### config.mk
export PLATFORM = sky130hd
export DESIGN_NAME = ir_pulse_distance_transmitter
export DESIGN_NICKNAME = d
export VERILOG_FILES = /design/src/rtl/irpd_pkg.sv /design/src/rtl/ir_pulse_distance_transmitter.sv /design/src/rtl/irpd_sequencer.sv
export SDC_FILE = /design/constraint.sdc
export NUM_CORES = 1
export LEC_CHECK = 0
export ABC_AREA = 1
export BUFFER_PORTS_ARGS = -buffer_cell sky130_fd_sc_hd__buf_2
export CORE_MARGIN = 2
export CORE_UTILIZATION = 63
export DETAILED_ROUTE_END_ITERATION = 16
export PLACE_DENSITY = 0.81
export SLEW_MARGIN = 20
export SYNTH_ARGS = -nofsm -noshare
export SYNTH_HDL_FRONTEND = slang
export SYNTH_SLANG_ARGS = --single-unit
export TNS_END_PERCENT = 10
### constraint.sdc
create_clock -name i_clk -period 6 [get_ports i_clk]
set_input_delay 0.9 -clock i_clk [delete_from_list [all_inputs] [get_ports i_clk]]
set_output_delay 0.9 -clock i_clk [all_outputs]
set_load 0.02 [all_outputs]
### src/rtl/irpd_pkg.sv
// Shared types and constants for the pulse-distance infrared transmitter.
// Holds the frame phase encoding, register indexes, reset timings and the
// structs passed between the top level and the frame sequencer.
package irpd_pkg;

    localparam int FRAME_BITS   = 32;
    localparam int TICK_W       = 16;
    localparam int CODE_W       = 32;
    localparam int BITPOS_W     = 6;
    localparam int CFG_INDEX_W  = 3;

    // Item kinds carried on the input tuser bit.
    localparam logic OP_TICK = 1'b0;
    localparam logic OP_SEND = 1'b1;

    // Configuration register indexes.
    localparam logic [CFG_INDEX_W-1:0] REG_CARRIER_HALF = 3'd0;
    localparam logic [CFG_INDEX_W-1:0] REG_LEADER_MARK  = 3'd1;
    localparam logic [CFG_INDEX_W-1:0] REG_LEADER_SPACE = 3'd2;
    localparam logic [CFG_INDEX_W-1:0] REG_BIT_MARK     = 3'd3;
    localparam logic [CFG_INDEX_W-1:0] REG_ONE_SPACE    = 3'd4;
    localparam logic [CFG_INDEX_W-1:0] REG_ZERO_SPACE   = 3'd5;

    // Timing values after reset, in ticks.
    localparam logic [TICK_W-1:0] RST_CARRIER_HALF = 16'd13;
    localparam logic [TICK_W-1:0] RST_LEADER_MARK  = 16'd4500;
    localparam logic [TICK_W-1:0] RST_LEADER_SPACE = 16'd4500;
    localparam logic [TICK_W-1:0] RST_BIT_MARK     = 16'd560;
    localparam logic [TICK_W-1:0] RST_ONE_SPACE    = 16'd1690;
    localparam logic [TICK_W-1:0] RST_ZERO_SPACE   = 16'd560;

    typedef enum logic [6:0] {
        PH_IDLE        = 7'b0000001,
        PH_LEAD_MARK   = 7'b0000010,
        PH_LEAD_SPACE  = 7'b0000100,
        PH_BIT_MARK    = 7'b0001000,
        PH_BIT_SPACE   = 7'b0010000,
        PH_STOP_MARK   = 7'b0100000,
        PH_STOP_SPACE  = 7'b1000000
    } t_phase;

    typedef struct packed {
        logic [TICK_W-1:0] carrier_half;
        logic [TICK_W-1:0] leader_mark;
        logic [TICK_W-1:0] leader_space;
        logic [TICK_W-1:0] bit_mark;
        logic [TICK_W-1:0] one_space;
        logic [TICK_W-1:0] zero_space;
    } t_timing;

    typedef struct packed {
        logic rejected;
        logic busy;
        logic ir_level;
    } t_result;

endpackage

### src/rtl/ir_pulse_distance_transmitter.sv
// Top level of the pulse-distance infrared transmitter: stream handshakes,
// timing registers and the result register. Depends on irpd_pkg and
// irpd_sequencer.
//
// Usage: each input transfer carries one item. tuser = 0 is a tick that
// advances the waveform by one time unit; tuser = 1 is a send whose tdata is
// the 32-bit code word, sent bit 0 first after a leader mark and space and
// followed by a stop mark and zero-space. Every item yields exactly one
// result transfer: bit 0 the emitter level, bit 1 busy, bit 2 rejected (a
// send that arrived while a frame was in progress).
// The result of an item is registered: it sits in the output register at
// the clock edge after its transfer. Throughput is one item per cycle while
// the output is not stalled; the frame sequencer updates its state once per
// item, and the only limit is the output register, which takes a new result
// whenever it is empty or being drained in the same cycle.
// When the receiver stalls, the result is held and the input is stalled too
// once the output register is full. Reset empties the output register,
// stops any frame and restores the default timing registers. The timing
// registers are written over the configuration channel (always ready) and
// should be changed only while the block is idle.
module ir_pulse_distance_transmitter
    import irpd_pkg::*;
(
    input  logic                    i_clk,
    input  logic                    i_rst_n,
    // Input stream
    input  logic                    s_axis_tvalid,
    output logic                    s_axis_tready,
    input  logic [CODE_W-1:0]       s_axis_tdata,   // [31:0] code_word
    input  logic                    s_axis_tuser,   // [0] opcode
    // Result stream
    output logic                    m_axis_tvalid,
    input  logic                    m_axis_tready,
    output logic [7:0]              m_axis_tdata,   // [0] ir_level, [1] busy_res,
                                                    // [2] rejected, [7:3] zero
    // Configuration writes
    input  logic                    i_cfg_valid,
    output logic                    o_cfg_ready,
    input  logic [CFG_INDEX_W-1:0]  i_cfg_index,
    input  logic [TICK_W-1:0]       i_cfg_data
);

    t_timing    r_timing;
    t_result    r_result;
    t_result    seq_result;
    logic       r_out_valid;
    logic       in_xfer;

    assign s_axis_tready = !r_out_valid || m_axis_tready;
    assign in_xfer       = s_axis_tvalid && s_axis_tready;
    assign o_cfg_ready   = 1'b1;

    always_ff @(posedge i_clk) begin
        if (!i_rst_n) begin
            r_timing.carrier_half <= RST_CARRIER_HALF;
            r_timing.leader_mark  <= RST_LEADER_MARK;
            r_timing.leader_space <= RST_LEADER_SPACE;
            r_timing.bit_mark     <= RST_BIT_MARK;
            r_timing.one_space    <= RST_ONE_SPACE;
            r_timing.zero_space   <= RST_ZERO_SPACE;
        end else if (i_cfg_valid) begin
            unique case (i_cfg_index)
                REG_CARRIER_HALF: r_timing.carrier_half <= i_cfg_data;
                REG_LEADER_MARK:  r_timing.leader_mark  <= i_cfg_data;
                REG_LEADER_SPACE: r_timing.leader_space <= i_cfg_data;
                REG_BIT_MARK:     r_timing.bit_mark     <= i_cfg_data;
                REG_ONE_SPACE:    r_timing.one_space    <= i_cfg_data;
                REG_ZERO_SPACE:   r_timing.zero_space   <= i_cfg_data;
                default: begin
                end
            endcase
        end
    end

    irpd_sequencer u_sequencer (
        .i_clk       (i_clk),
        .i_rst_n     (i_rst_n),
        .i_step      (in_xfer),
        .i_opcode    (s_axis_tuser),
        .i_code_word (s_axis_tdata),
        .i_timing    (r_timing),
        .o_result    (seq_result)
    );

    always_ff @(posedge i_clk) begin
        if (!i_rst_n) begin
            r_out_valid <= 1'b0;
        end else if (in_xfer) begin
            r_out_valid <= 1'b1;
        end else if (m_axis_tready) begin
            r_out_valid <= 1'b0;
        end
    end

    always_ff @(posedge i_clk) begin
        if (in_xfer) begin
            r_result <= seq_result;
        end
    end

    assign m_axis_tvalid = r_out_valid;
    assign m_axis_tdata  = {5'b0, r_result.rejected, r_result.busy, r_result.ir_level};

    // A rejected send can only happen while a frame carries on.
    a_reject_busy: assert property (@(posedge i_clk) disable iff (!i_rst_n)
        r_out_valid && r_result.rejected |-> r_result.busy)
        else $error("rejected result without busy");

    // The emitter is driven only inside a frame.
    a_ir_in_frame: assert property (@(posedge i_clk) disable iff (!i_rst_n)
        r_out_valid && r_result.ir_level |-> r_result.busy)
        else $error("emitter high outside a frame");

    // An accepted send starts a frame with the pin low.
    a_send_starts: assert property (@(posedge i_clk) disable iff (!i_rst_n)
        in_xfer && (s_axis_tuser == OP_SEND) && !seq_result.rejected |=>
            r_out_valid && r_result.busy && !r_result.ir_level && !r_result.rejected)
        else $error("send did not start a frame");

endmodule

### src/rtl/irpd_sequencer.sv
// Frame sequencer of the infrared transmitter: phase, counters, carrier and
// shift word, advanced once per accepted item. Depends on irpd_pkg.
module irpd_sequencer
    import irpd_pkg::*;
(
    input  logic                i_clk,
    input  logic                i_rst_n,
    input  logic                i_step,
    input  logic                i_opcode,
    input  logic [CODE_W-1:0]   i_code_word,
    input  t_timing             i_timing,
    output t_result             o_result
);

    t_phase                 r_phase,     n_phase;
    logic [BITPOS_W-1:0]    r_bit_pos,   n_bit_pos;
    logic [TICK_W-1:0]      r_phase_cnt, n_phase_cnt;
    logic [TICK_W-1:0]      r_car_cnt,   n_car_cnt;
    logic                   r_pin,       n_pin;
    logic [CODE_W-1:0]      r_shift,     n_shift;

    logic                   busy;
    logic                   rejected;
    logic [TICK_W-1:0]      cnt_inc;
    logic [TICK_W-1:0]      car_inc;
    logic [BITPOS_W:0]      pos_inc;
    logic [TICK_W-1:0]      space_len;

    assign cnt_inc   = r_phase_cnt + 1'b1;
    assign car_inc   = r_car_cnt + 1'b1;
    assign pos_inc   = {1'b0, r_bit_pos} + 1'b1;
    assign space_len = r_shift[0] ? i_timing.one_space : i_timing.zero_space;

    // Any code other than a known busy phase counts as idle.
    assign busy = (r_phase == PH_LEAD_MARK)  || (r_phase == PH_LEAD_SPACE) ||
                  (r_phase == PH_BIT_MARK)   || (r_phase == PH_BIT_SPACE)  ||
                  (r_phase == PH_STOP_MARK)  || (r_phase == PH_STOP_SPACE);

    always_comb begin
        n_phase     = r_phase;
        n_bit_pos   = r_bit_pos;
        n_phase_cnt = r_phase_cnt;
        n_car_cnt   = r_car_cnt;
        n_pin       = r_pin;
        n_shift     = r_shift;
        rejected    = 1'b0;

        if (i_opcode == OP_SEND) begin
            if (!busy) begin
                n_shift     = i_code_word;
                n_bit_pos   = '0;
                n_phase     = PH_LEAD_MARK;
                n_phase_cnt = '0;
                n_car_cnt   = '0;
                n_pin       = 1'b0;
            end else begin
                rejected = 1'b1;
            end
        end else begin
            unique case (r_phase)
                PH_LEAD_MARK, PH_BIT_MARK, PH_STOP_MARK: begin
                    if (cnt_inc >= ((r_phase == PH_LEAD_MARK) ? i_timing.leader_mark
                                                              : i_timing.bit_mark)) begin
                        // Mark over: pin forced low and the following space begins.
                        n_phase     = (r_phase == PH_LEAD_MARK) ? PH_LEAD_SPACE :
                                      (r_phase == PH_BIT_MARK)  ? PH_BIT_SPACE :
                                                                  PH_STOP_SPACE;
                        n_phase_cnt = '0;
                        n_car_cnt   = '0;
                        n_pin       = 1'b0;
                    end else begin
                        n_phase_cnt = cnt_inc;
                        if (car_inc >= i_timing.carrier_half) begin
                            n_car_cnt = '0;
                            n_pin     = ~r_pin;
                        end else begin
                            n_car_cnt = car_inc;
                        end
                    end
                end
                PH_LEAD_SPACE: begin
                    n_phase_cnt = cnt_inc;
                    if (cnt_inc >= i_timing.leader_space) begin
                        n_bit_pos   = '0;
                        n_phase     = PH_BIT_MARK;
                        n_phase_cnt = '0;
                        n_car_cnt   = '0;
                        n_pin       = 1'b0;
                    end
                end
                PH_BIT_SPACE: begin
                    n_phase_cnt = cnt_inc;
                    if (cnt_inc >= space_len) begin
                        n_shift     = {1'b0, r_shift[CODE_W-1:1]};
                        n_phase_cnt = '0;
                        n_car_cnt   = '0;
                        n_pin       = 1'b0;
                        if (pos_inc >= (BITPOS_W+1)'(FRAME_BITS)) begin
                            n_phase = PH_STOP_MARK;
                        end else begin
                            n_bit_pos = pos_inc[BITPOS_W-1:0];
                            n_phase   = PH_BIT_MARK;
                        end
                    end
                end
                PH_STOP_SPACE: begin
                    n_phase_cnt = cnt_inc;
                    if (cnt_inc >= i_timing.zero_space) begin
                        n_phase     = PH_IDLE;
                        n_phase_cnt = '0;
                        n_car_cnt   = '0;
                        n_pin       = 1'b0;
                    end
                end
                default: begin
                    n_phase     = PH_IDLE;
                    n_phase_cnt = '0;
                    n_car_cnt   = '0;
                    n_pin       = 1'b0;
                end
            endcase
        end
    end

    always_ff @(posedge i_clk) begin
        if (!i_rst_n) begin
            r_phase     <= PH_IDLE;
            r_bit_pos   <= '0;
            r_phase_cnt <= '0;
            r_car_cnt   <= '0;
            r_pin       <= 1'b0;
            r_shift     <= '0;
        end else if (i_step) begin
            r_phase     <= n_phase;
            r_bit_pos   <= n_bit_pos;
            r_phase_cnt <= n_phase_cnt;
            r_car_cnt   <= n_car_cnt;
            r_pin       <= n_pin;
            r_shift     <= n_shift;
        end
    end

    assign o_result.rejected = rejected;
    assign o_result.ir_level = n_pin;
    assign o_result.busy     = (n_phase == PH_LEAD_MARK) || (n_phase == PH_LEAD_SPACE) ||
                               (n_phase == PH_BIT_MARK)  || (n_phase == PH_BIT_SPACE)  ||
                               (n_phase == PH_STOP_MARK) || (n_phase == PH_STOP_SPACE);

endmodule
# [After elaboration in Yosys (flattened, before gate mapping)]
# Index checks and enable logic that the tools add are counted.
[word_totals] output_inout_bits=11 register_bits=178
[op_classes] n_mux=47 n_addsub=3 n_eq_ne=22 order_cmp=6 n_bitwise=1 reduce_logical=29
[ops] operator="16-bit 2-to-1 mux" count=14
[ops] operator="32-bit 2-to-1 mux" count=4
[ops] operator="16-bit one-hot mux with 4 select lines" count=2
[ops] operator="16-bit greater-or-equal comparator" count=5
[ops] operator="7-bit 2-to-1 mux" count=8
[ops] operator="6-bit 2-to-1 mux" count=6
[ops] operator="16-bit by 1-bit adder with 16-bit output (second input constant)" count=2
[ops] operator="7-bit one-hot mux with 4 select lines" count=1
[ops] operator="7-bit by 2-bit == test with 1-bit output (second input constant)" count=2
[ops] operator="7-bit by 3-bit == test with 1-bit output (second input constant)" count=2
[ops] operator="7-bit by 4-bit == test with 1-bit output (second input constant)" count=2
[ops] operator="7-bit by 5-bit == test with 1-bit output (second input constant)" count=2
[ops] operator="7-bit by 6-bit == test with 1-bit output (second input constant)" count=2
[ops] operator="7-bit == test (second input constant)" count=2
[ops] operator="2-bit AND reduction" count=7
[ops] operator="3-bit != test (second input constant)" count=4
[ops] operator="6-bit one-hot mux with 2 select lines" count=1
[ops] operator="1-bit logical OR" count=11
[ops] operator="1-bit 2-to-1 mux" count=10
[ops] operator="6-bit by 1-bit adder with 7-bit output (second input constant)" count=1
[ops] operator="7-bit by 6-bit greater-or-equal comparator with 1-bit output (second input constant)" count=1
[ops] operator="3-bit by 2-bit == test with 1-bit output (second input constant)" count=2
[ops] operator="3-bit == test (second input constant)" count=2
[ops] operator="6-bit AND reduction" count=1
[ops] operator="other kinds (12)" count=14

# [Depth between registers and ports, before layout]
# Gate-level depths: netlist (run 1).
[depth] depth_word=14 mapped_depth=24 ltp_nobuf=23

# [Hierarchy]
# From an unflattened synthesis (run 1), not the netlist that was laid out.
[unflattened] cells_unflattened=1500 area_unflattened_um2=10729.0
[by_module_without_submodules] module="irpd_sequencer" area_each_um2=6751.5 n_inst=1 cells_per_inst=954
[by_module_without_submodules] module="ir_pulse_distance_transmitter" area_each_um2=3977.6 n_inst=1 cells_per_inst=546

# [Worst setup path after synthesis (run 1)]
# No wires, ideal clock.
[synth_path] path_kind="reg-to-reg" from="register u_sequencer.r_phase_cnt[0]" to="register u_sequencer.r_phase_cnt[5]" arrival_time_ns=2.964 setup_ns=0.132 synth_period_minus_slack_ns=3.096 t_required_ns=5.868 path_stages_with_launch=19 path_slack_ns=2.904 path_cell_list="dfxtp_1 -> ha_1 -> nand3_1 -> nor4_1 -> nand4_1 -> nor2_1 -> xnor2_1 -> inv_1 -> ha_1 -> nand2_1 -> nor3_1 -> nand3_1 -> nand4_1 -> inv_1 -> nor2_1 -> nand2_1 -> buf_2 -> nand3_1 -> a21oi_1"
[synth_via] elab_chain_cells=5 elab_cells_between_ends=11 classes_between="1 x add/sub; 4 x order compare; 6 x mux"
[synth_lines] item="from (decl)" line="irpd_sequencer.sv:17" rtl="logic [TICK_W-1:0] r_phase_cnt, n_phase_cnt;"
[synth_lines] item="from (signal assigned)" line="irpd_sequencer.sv:136" rtl="r_phase_cnt <= n_phase_cnt;"
[synth_lines] item="16-bit by 1-bit adder with 16-bit output (*)" line="irpd_sequencer.sv:29" rtl="assign cnt_inc = r_phase_cnt + 1'b1;"
[synth_lines] item="16-bit greater-or-equal comparator (on tied branches)"
[synth_lines] item="16-bit 2-to-1 mux (on tied branches)"
[synth_lines] item="16-bit one-hot mux with 4 select lines (*)" line="irpd_sequencer.sv:60" rtl="unique case (r_phase)"
[synth_lines] item="16-bit 2-to-1 mux (*)" line="irpd_sequencer.sv:48" rtl="if (i_opcode == OP_SEND) begin"
# Every way passes the cells marked *; elsewhere a longest branch is shown, timed or not.
# A chain may end at the register's enable or synchronous reset.

==> results.toml, run 1 <==
[worst_setup_path]
setup.worst_path.class = "flop to flop"
reg2reg_to = "m_axis_tdata[0]"
r2r_start = "u_sequencer.r_car_cnt[0]"
cpMostUsedCell = "nand3_1"
critPathArrivalTime_ps = 4170
crit_family = "simple AND/OR/NAND/NOR gates"
required_ps = 6190
reg2reg_slack_ps = 2020
end_kind = "flop"
cp_slowest_cell = "nor3_1"
path_buf_inv = 1
worstRegToRegCells = 17
crit_path_start = "u_sequencer.r_car_cnt[0]"
max_stage_delay_ps = 460
critPathLaunchType = "flop"
path_cells = "ha_1 > nand3_1 > nor3_1 > nand3_1 > nor2_1 > nand3_1 > xnor2_1 > ha_1 > nand2_1 > nor3_1 > nand3_1 > nand3_1 > inv_1 > o21ai_0 > nand2_1 > nand2_1 > nand2_1"
path_max_fanout = 8

[layout]
area_delta_synth_final_pct = 9.18
drive_above_1_share_pct = 7.30
nets = 1675
n_antenna_cell = 0
fillers = 1389

[sta]
fin_tns_setup_ps = 0
period_share_pct = 66.3
setup_viol = 0
fin_crit_ps = 3980
whs_ps = 454
hold_viol_final = 0
fmax_mhz = 252
relSlewSlack_pct = 33.2
worst_pin_slew_ps = 1000
slew_viol_final = 0
rsz0062_at_grt = "no"
skew_ps = 11.4

[yosys]
synth_edf_count = 3
synth_most_common_cell = "nand2_1"
synthTopCellsByArea = "dfxtp_1, nand2_1, ha_1"
synth_xor_area_share_pct = 2.49
synth_compound_area_share_pct = 15.3
synthAdderAreaFrac_pct = 10.2
synth_seq_cells = 178
yosys_warnings = 0
synth_top_family_by_area = "simple AND/OR/NAND/NOR gates"
synth_commonest_cells = "nand2_1, inv_1, nor2_1"
synthSimpleGateAreaFrac_pct = 26.3
yosysTopAreaCell = "dfxtp_1"
synth.mux.area_fraction_pct = 0.294
async_reset_ff_share_pct = 0
synth_cell_type_count = 37
synth_top_area_share_pct = 34.3
syn-cell-area_mm2 = 0.0102
avgSynthCellArea_um2 = 6.75
synthCells = 1512
synth-seq-area-share_pct = 35.2
ys.flop_type = "dfxtp_1"

[routing]
firstDrtPassIters = 6
ant_nets = 0
post-route-drc-count = 0
totalWireLength_um = 25500
avgViaCountPerCell = 5.44
drtIter0Drc = 739
wl_per_cell_um = 14.4
routed-via-count = 9597

[power]
power.switching_mw = 0.755
ir_drop_uv = 224
p_clk_share_pct = 40.7
power_density_mw_per_mm2 = 248
switching_share_pct = 27.3
p_leak_nw = 5.63
p_int_mw = 2.00
p_comb_share_pct = 13.5
seqPwrFrac_pct = 45.8

[cts]
ctsResizeCount = 0
post_cts_buffers = 0
clock_path_buffers = 2
cts_hold_buf = 0
clock-sinks = 178
numCtsBuffers = 17
cts_tree = "yes"
clk_pin_slew_worst_paths_ps = 70
htreeDepth = 4
cts_root_buf = "clkbuf_16"
clk_latency_ps = 440

[die]
dieArea_mm2 = 0.0172
io_pins = 68
fp-row-count = 46
die_x_um = 131
start_util_pct = 64.2
core-area_mm2 = 0.0159
die_y_um = 131

[worst_hold_path]
hold_start = "r_timing[34]"
min_to = "r_timing[34]"
holdPathStages = 2
hp-class = "flop to flop"

[run_status]
status = "finished, final reports clean"

[placement]
portBuffers = 61
globalplace.congestion = 0.931
hpwlAfterDp_um = 18000

[job]
cap_viol_max_count = 0

[grt]
grt_pass1_vias = 8743
grt_max_degree = 80
grt_use_total_pct = 30.1
antenna_found_initial = 2
grt_pass1_wl_um = 42600
grt-ovfl-total = 0
-- layer usage --
| layer | GRT usage (%) | wire length, um | up-vias |
|---|---|---|---|
| met5 | 0 | 0 | - |
| met4 | 8.70 | 445 | 0 |
| met3 | 5.29 | 1910 | 33 |
| met2 | 48.2 | 11700 | 317 |
| met1 | 41.7 | 11400 | 4354 |
| li1 | - | - | 4893 |
-- power groups by stage --
stage | logic (mW) | registers (mW) | clock network, mW
final | 0.372 | 1.26 | 1.12
after global routing | 0.425 | 1.27 | 1.19
after CTS | 0.368 | 1.26 | 1.13
after detailed placement | 0.364 | 1.29 | 0
after global placement | 0.354 | 1.29 | 0
after floorplan | 0.267 | 1.29 | 0
-- how the worst max path moves through the flow --
| stage | slack, ps | to | cells after the start |
|---|---|---|---|
| CTS | 2090 | u_sequencer.r_car_cnt[4] | 18 |
| floorplan | 2900 | u_sequencer.r_phase_cnt[5] | 18 |
| finish | 2020 | m_axis_tdata[0] | 17 |
| global placement | 2220 | u_sequencer.r_car_cnt[2] | 18 |
| global route | 1680 | u_sequencer.r_car_cnt[9] | 15 |
| detailed placement | 2130 | u_sequencer.r_car_cnt[5] | 18 |
-- flip-flops by register name (all words and copies together) (netlist names) --
signal / cells
m_axis_tvalid: 1
u_sequencer.r_phase_cnt: 16
u_sequencer.r_pin: 1
u_sequencer.r_shift: 32
m_axis_tdata: 3
r_timing: 96
u_sequencer.r_car_cnt: 16
u_sequencer.r_phase: 7
u_sequencer.r_bit_pos: 6
-- placed cells by master (no fill, tap or decap), types with 3 or more instances in the layout --
cell / netlist / final
nor3_1: 17 / 17
nand3b_1: 3 / 3
buf_4: 8 / 6
a21oi_1: 120 / 120
ha_1: 83 / 83
xnor2_1: 6 / 6
dfxtp_1: 175 / 175
nor2_1: 186 / 186
nand3_1: 67 / 67
xor2_1: 23 / 23
o21a_1: 4 / 4
inv_1: 192 / 192
buf_2: 9 / 60
clkinvlp_4: 0 / 3
o21bai_1: 6 / 6
edfxtp_1: 3 / 3
clkbuf_16: 0 / 18
o21ai_0: 150 / 150
nand4_1: 16 / 16
conb_1: 2 / 6
inv_2: 7 / 7
nand2_1: 350 / 350
clkinv_4: 0 / 3
nor4_1: 7 / 7
o211ai_1: 11 / 11
mux2i_1: 3 / 3
-- layout make-up --
class	instances	area [um^2]	area share, %
flip-flops and latches	178	3590	32.3
well taps	216	270	2.43
inverters	199	747	6.70
repair buffers	66	345	3.10
clock buffers	20	468	4.20
multi-input cells	1073	5590	50.2
clock inverters	11	128	1.15
-- per-stage QoR --
step | std cells | area [um^2] | power (mW) | worst slack [ps] | util, %
finish | 1763 | 11100 | 2.76 | 2020 | 70.1
global route | 1763 | 11100 | 2.88 | 1680 | 70.1
CTS | 1763 | 11100 | 2.76 | 2090 | 70.1
detailed placement | 1732 | 10500 | 1.65 | 2130 | 66.4
global placement | 1732 | 10500 | 1.64 | 2220 | 66.4
floorplan | 1516 | 10200 | 1.55 | 2900 | -
-- cells by family after synthesis --
group / Yosys count
and+or+nand+nor: 655
AOI/OAI and AO/OA: 297
buffers and inverters: 265
DFF: 178
adders and majority gates: 83
xor gates and xnor gates: 29
muxes: 3
other: 2
-- worst reg2reg max path, stage by stage (launching register included) --
cell     delay, ps
dfxtp_1        420
ha_1           230
nand3_1        140
nor3_1         310
nand3_1        180
nor2_1         230
nand3_1        130
xnor2_1        180
ha_1           300
nand2_1        100
nor3_1         460
nand3_1        130
nand3_1        320
inv_1          180
o21ai_0        200
nand2_1         70
nand2_1        110
nand2_1         60
(Power assumes the default switching activity.)
==> run 2, diff against run 1 <==
CORE_UTILIZATION = 61   (was 63)
PLACE_DENSITY = 0.78   (was 0.81)
clock period = 4.05 ns   (was 6 ns; I/O delays follow)
==> results.toml, run 2 (synthesized netlist as in run 1, its figures left out) <==
[power]
switching_share_pct = 27.7
ir_drop_uv = 295
p_comb_share_pct = 13.4
p_int_mw = 2.99
p_total_mw = 4.14
seqPwrFrac_pct = 45.2
p_leak_nw = 5.68
p_clk_share_pct = 41.4
power.switching_mw = 1.15
power_density_mw_per_mm2 = 369

[die]
dieArea_mm2 = 0.0178
die_x_um = 133
io_pins = 68
start_util_pct = 62.0
core-area_mm2 = 0.0165
fp-row-count = 47
die_y_um = 133

[routing]
totalWireLength_um = 24700
firstDrtPassIters = 7
wl_per_cell_um = 13.9
ant_nets = 0
drtIter0Drc = 784
routed-via-count = 9463
avgViaCountPerCell = 5.34
post-route-drc-count = 0

[layout]
drive_above_1_share_pct = 7.80
nets = 1681
top_regs = "r_timing x96, u_sequencer.r_shift x32"
regMostFlops = "r_timing"
largest_reg_flops = 96
n_antenna_cell = 0
fillers = 1455
final_cell_mix = "nand2_1, inv_1, nor2_1, dfxtp_1, o21ai_0"
area_delta_synth_final_pct = 9.96
fin_util_pct = 68.1
fin_area_mm2 = 0.0112
final_common_cell = "nand2_1"

[worst_hold_path]
hp-class = "input pin to flop"
hold_start = "s_axis_tdata[31]"
min_to = "u_sequencer.r_shift[31]"
holdPathStages = 3

[sta]
hold_viol_final = 0
whs_ps = 443
period_share_pct = 88.2
fin_crit_ps = 3570
fmax_mhz = 280
setup_viol = 0
skew_ps = 9.04
relSlewSlack_pct = 33.5
fin_tns_setup_ps = 0
slew_viol_final = 0
worst_pin_slew_ps = 996

[worst_setup_path]
r2r_start = "u_sequencer.r_phase_cnt[0]"
required_ps = 4420
path_cells = "ha_1 > nand3_1 > nor4_2 > nand4_1 > nor2_1 > xnor2_1 > inv_1 > ha_1 > nand2_1 > nor3_1 > nand3_1 > nand4_1 > nand3_1 > nand2_1 > nand2_4 > inv_1 > nor2_1 > nor2_1"
path_buf_inv = 2
worstRegToRegCells = 18
crit_family = "simple AND/OR/NAND/NOR gates"
end_kind = "flop"
setup.worst_path.class = "flop to flop"
max_stage_delay_ps = 430
reg2reg_slack_ps = 480
reg2reg_to = "u_sequencer.r_car_cnt[6]"
critPathArrivalTime_ps = 3940
path_max_fanout = 23
cp_slowest_cell = "dfxtp_1"
critPathLaunchType = "flop"

[cts]
cts_tree = "yes"
htreeDepth = 4
clk_pin_slew_worst_paths_ps = 70
clock_path_buffers = 2
numCtsBuffers = 17
cts_root_buf = "clkbuf_16"
clock-sinks = 178
clk_latency_ps = 440
cts_hold_buf = 0

[grt]
grt_pass1_wl_um = 40500
grt_max_degree = 80
grt_use_total_pct = 28.1
antenna_found_initial = 0
grt_pass1_vias = 8565
grt-ovfl-total = 0

[placement]
placed_cell_area_mm2 = 0.0106
globalplace.congestion = 0.975
hpwlAfterDp_um = 17700
portBuffers = 61

[job]
cap_viol_max_count = 0

[run_status]
status = "finished, final reports clean"
[run 2: changes by cell type in the layout (fill, tap and decap cells not counted), moves of 2 or more]
cell and delta:
inv_6 +5, buf_4 +5, clkinv_4 -2, clkinvlp_4 -3
[run 2: tightest hold or removal path: cells and delay by family]
kind            cells  cell delay, ps
simple gates        1              70
buf+inv             1             100
compound gates      1              60
[run 2: worst max-delay path by stage]
| stage | start | end | slack [ps] | depth (start not counted) |
|---|---|---|---|---|
| after global placement | u_sequencer.r_phase_cnt[0] | u_sequencer.r_car_cnt[1] | 400 | 18 |
| final | u_sequencer.r_phase_cnt[0] | u_sequencer.r_car_cnt[6] | 480 | 18 |
| after detailed placement | u_sequencer.r_phase_cnt[0] | u_sequencer.r_car_cnt[7] | 240 | 18 |
| after CTS | u_sequencer.r_phase_cnt[0] | u_sequencer.r_car_cnt[7] | 230 | 18 |
| after floorplan | u_sequencer.r_phase_cnt[0] | u_sequencer.r_phase_cnt[5] | 950 | 18 |
| after global routing | u_sequencer.r_phase_cnt[0] | u_sequencer.r_car_cnt[13] | -0.7 | 18 |
[run 2: timing repair]
item                                    in CTS  in global routing
endpoints found under the setup margin       0                 43
hold endpoints to repair                     0                  0
buffers inserted                             0                  0
gates resized for setup                      0                  3
[run 2: per-layer routing]
metal | up-vias | wire length (um) | GRT usage (%)
li1 | 4897 | - | -
met1 | 4267 | 11400 | 37.5
met2 | 248 | 11300 | 45.8
met3 | 51 | 1340 | 4.98
met4 | 0 | 588 | 10.1
met5 | - | 0 | 0
[run 2: power groups by stage]
stage / Combinational, mW / Clock [mW] / Sequential [mW]
after CTS: 0.550 / 1.73 / 1.87
after floorplan: 0.395 / 0 / 1.90
final: 0.555 / 1.71 / 1.87
after detailed placement: 0.544 / 0 / 1.91
after global routing: 0.634 / 1.80 / 1.88
after global placement: 0.531 / 0 / 1.91
[run 2: layout make-up]
cell class	instances	area (um^2)	share of cell area [%]
Sequential cell	178	3590	32.0
Clock inverter	13	173	1.54
Multi-Input combinational cell	1073	5600	49.9
Tap cell	220	275	2.45
Clock buffer	17	425	3.79
Timing Repair Buffer	72	403	3.59
Inverter	199	747	6.66
[run 2: metrics by stage]
| step | setup slack (ps) | instances |
|---|---|---|
| floorplan | 954 | 1516 |
| detailed placement | 243 | 1742 |
| global placement | 395 | 1742 |
| global route | -0.659 | 1772 |
| finish | 479 | 1772 |
| CTS | 230 | 1772 |
==> run 3, diff against run 2 <==
CORE_UTILIZATION = 40   (was 61)
CTS_BUF_LIST = sky130_fd_sc_hd__clkbuf_16   (was not set)
PLACE_DENSITY = 0.55   (was 0.78)
==> results.toml, run 3 (synthesized netlist as in run 1, its figures left out) <==
[layout]
area_delta_synth_final_pct = 12.1
final_cell_mix = "nand2_1, inv_1, nor2_1, dfxtp_1, o21ai_0"
multi_input_area_mm2 = 0.00560
largest_reg_flops = 96
nets = 1695
fillers = 2678
drive_above_1_share_pct = 8.80
regMostFlops = "r_timing"
top_regs = "r_timing x96, u_sequencer.r_shift x32"
final_common_cell = "nand2_1"
seq_area_mm2 = 0.00359
fin_util_pct = 45.5
final_cells = 1899

[power]
ir_drop_uv = 210
p_leak_nw = 5.74
power_density_mw_per_mm2 = 357

[cts]
numCtsBuffers = 17
htreeDepth = 4
cts_tree = "yes"
clk_pin_slew_worst_paths_ps = 70
ctsResizeCount = 0
cts_hold_buf = 0
cts_root_buf = "clkbuf_16"
post_cts_buffers = 0
clk_latency_ps = 440
clock_path_buffers = 2
clock-sinks = 178

[sta]
worst_pin_slew_ps = 872
rsz0062_at_grt = "no"
hold_viol_final = 0
fin_crit_ps = 3700
skew_ps = 16.2
relSlewSlack_pct = 41.9
period_share_pct = 91.3
setup_viol = 0
fmax_mhz = 270
fin_tns_setup_ps = 0
slew_viol_final = 0

[worst_setup_path]
path_cells = "inv_1 > nor4_1 > nand2_1 > nor2_1 > xor2_1 > ha_1 > nand2_1 > inv_1 > o21bai_1 > nand2_1 > a21oi_1 > nand4_1 > nand3_1 > nand2_1 > nand2_2 > buf_4 > nand2_1 > nand2_1 > nor2_1"
end_kind = "flop"
cpMostUsedCell = "nand2_1"
max_stage_delay_ps = 430
cp_slowest_cell = "nor4_1"
required_ps = 4380
critPathArrivalTime_ps = 4030
path_max_fanout = 22
critPathLaunchType = "flop"
setup.worst_path.class = "flop to flop"

[grt]
grt_use_total_pct = 21.6
grt-ovfl-total = 0
grt_pass1_vias = 8797
antenna_found_initial = 1
grt_max_degree = 85
grt_pass1_wl_um = 45700

[die]
io_pins = 68
start_util_pct = 40.6
die_y_um = 164
fp-row-count = 58
core-area_mm2 = 0.0251
dieArea_mm2 = 0.0268
die_x_um = 164

[placement]
dpl.cell_count = 1866
portBuffers = 61
globalplace.congestion = 0.900
hpwlAfterDp_um = 20000

[routing]
met3_length_um = 873
firstDrtPassIters = 5
wl_per_cell_um = 14.5
post-route-drc-count = 0
met1Wirelength_um = 13100
met2_length_um = 12900
drtIter0Drc = 547
avgViaCountPerCell = 4.91
totalWireLength_um = 27500
top_layer = "met5"
ant_nets = 0
routed-via-count = 9320

[worst_hold_path]
hp-class = "flop to flop"

[job]
cap_viol_max_count = 0

[run_status]
status = "finished, final reports clean"
## run 3: final cells by class
cell class	instances	share of cell area (%)
Inverter	199	6.53
Clock buffer	17	3.72
Timing Repair Buffer	86	4.44
Tap cell	330	3.61
Clock inverter	15	1.24
Multi-Input combinational cell	1073	49.0
Antenna cell	1	0.0219
Sequential cell	178	31.4
## run 3: power breakdown
part | switching (mW) | total, mW | internal [mW]
Clock | 0.818 | 1.64 | 0.821
Sequential | 0.0350 | 1.87 | 1.83
Combinational | 0.386 | 0.573 | 0.187
Total | 1.24 | 4.08 | 2.84
## run 3: metrics by stage
step	total power, mW	worst slack [ps]	instance area [um^2]	hold slack [ps]
after global placement	2.48	289	10900	433
final	4.08	353	11400	455
after detailed placement	2.48	297	10900	437
after global routing	4.29	38.3	11400	477
after CTS	4.12	271	11400	440
after floorplan	2.30	954	10200	424
## run 3: critical path, delay by kind of cell, from the launching register on
family	cells	cell delay (ps)
adders and majority gates	1	330
xor gates and xnor gates	1	360
buffers and inverters	3	370
and+or+nand+nor	12	1810
DFF	1	360
AOI/OAI and AO/OA	2	360
## run 3: worst paths after layout
check / from / end / slack [ps] / cells past startpoint
worst max-delay path: u_sequencer.r_phase_cnt[3] / u_sequencer.r_car_cnt[4] / 350 / 19
worst max register to register: u_sequencer.r_phase_cnt[3] / u_sequencer.r_car_cnt[4] / 350 / 19
worst min register to register: r_timing[17] / r_timing[17] / 450 / 2
worst min-delay path: r_timing[17] / r_timing[17] / 450 / 2
## run 3: layer usage
| layer | vias to the layer above | GRT usage, % |
|---|---|---|
| met1 | 4194 | 27.8 |
| met5 | - | 0 |
| met4 | 2 | 6.78 |
| met2 | 142 | 36.7 |
| met3 | 45 | 3.84 |
| li1 | 4937 | - |
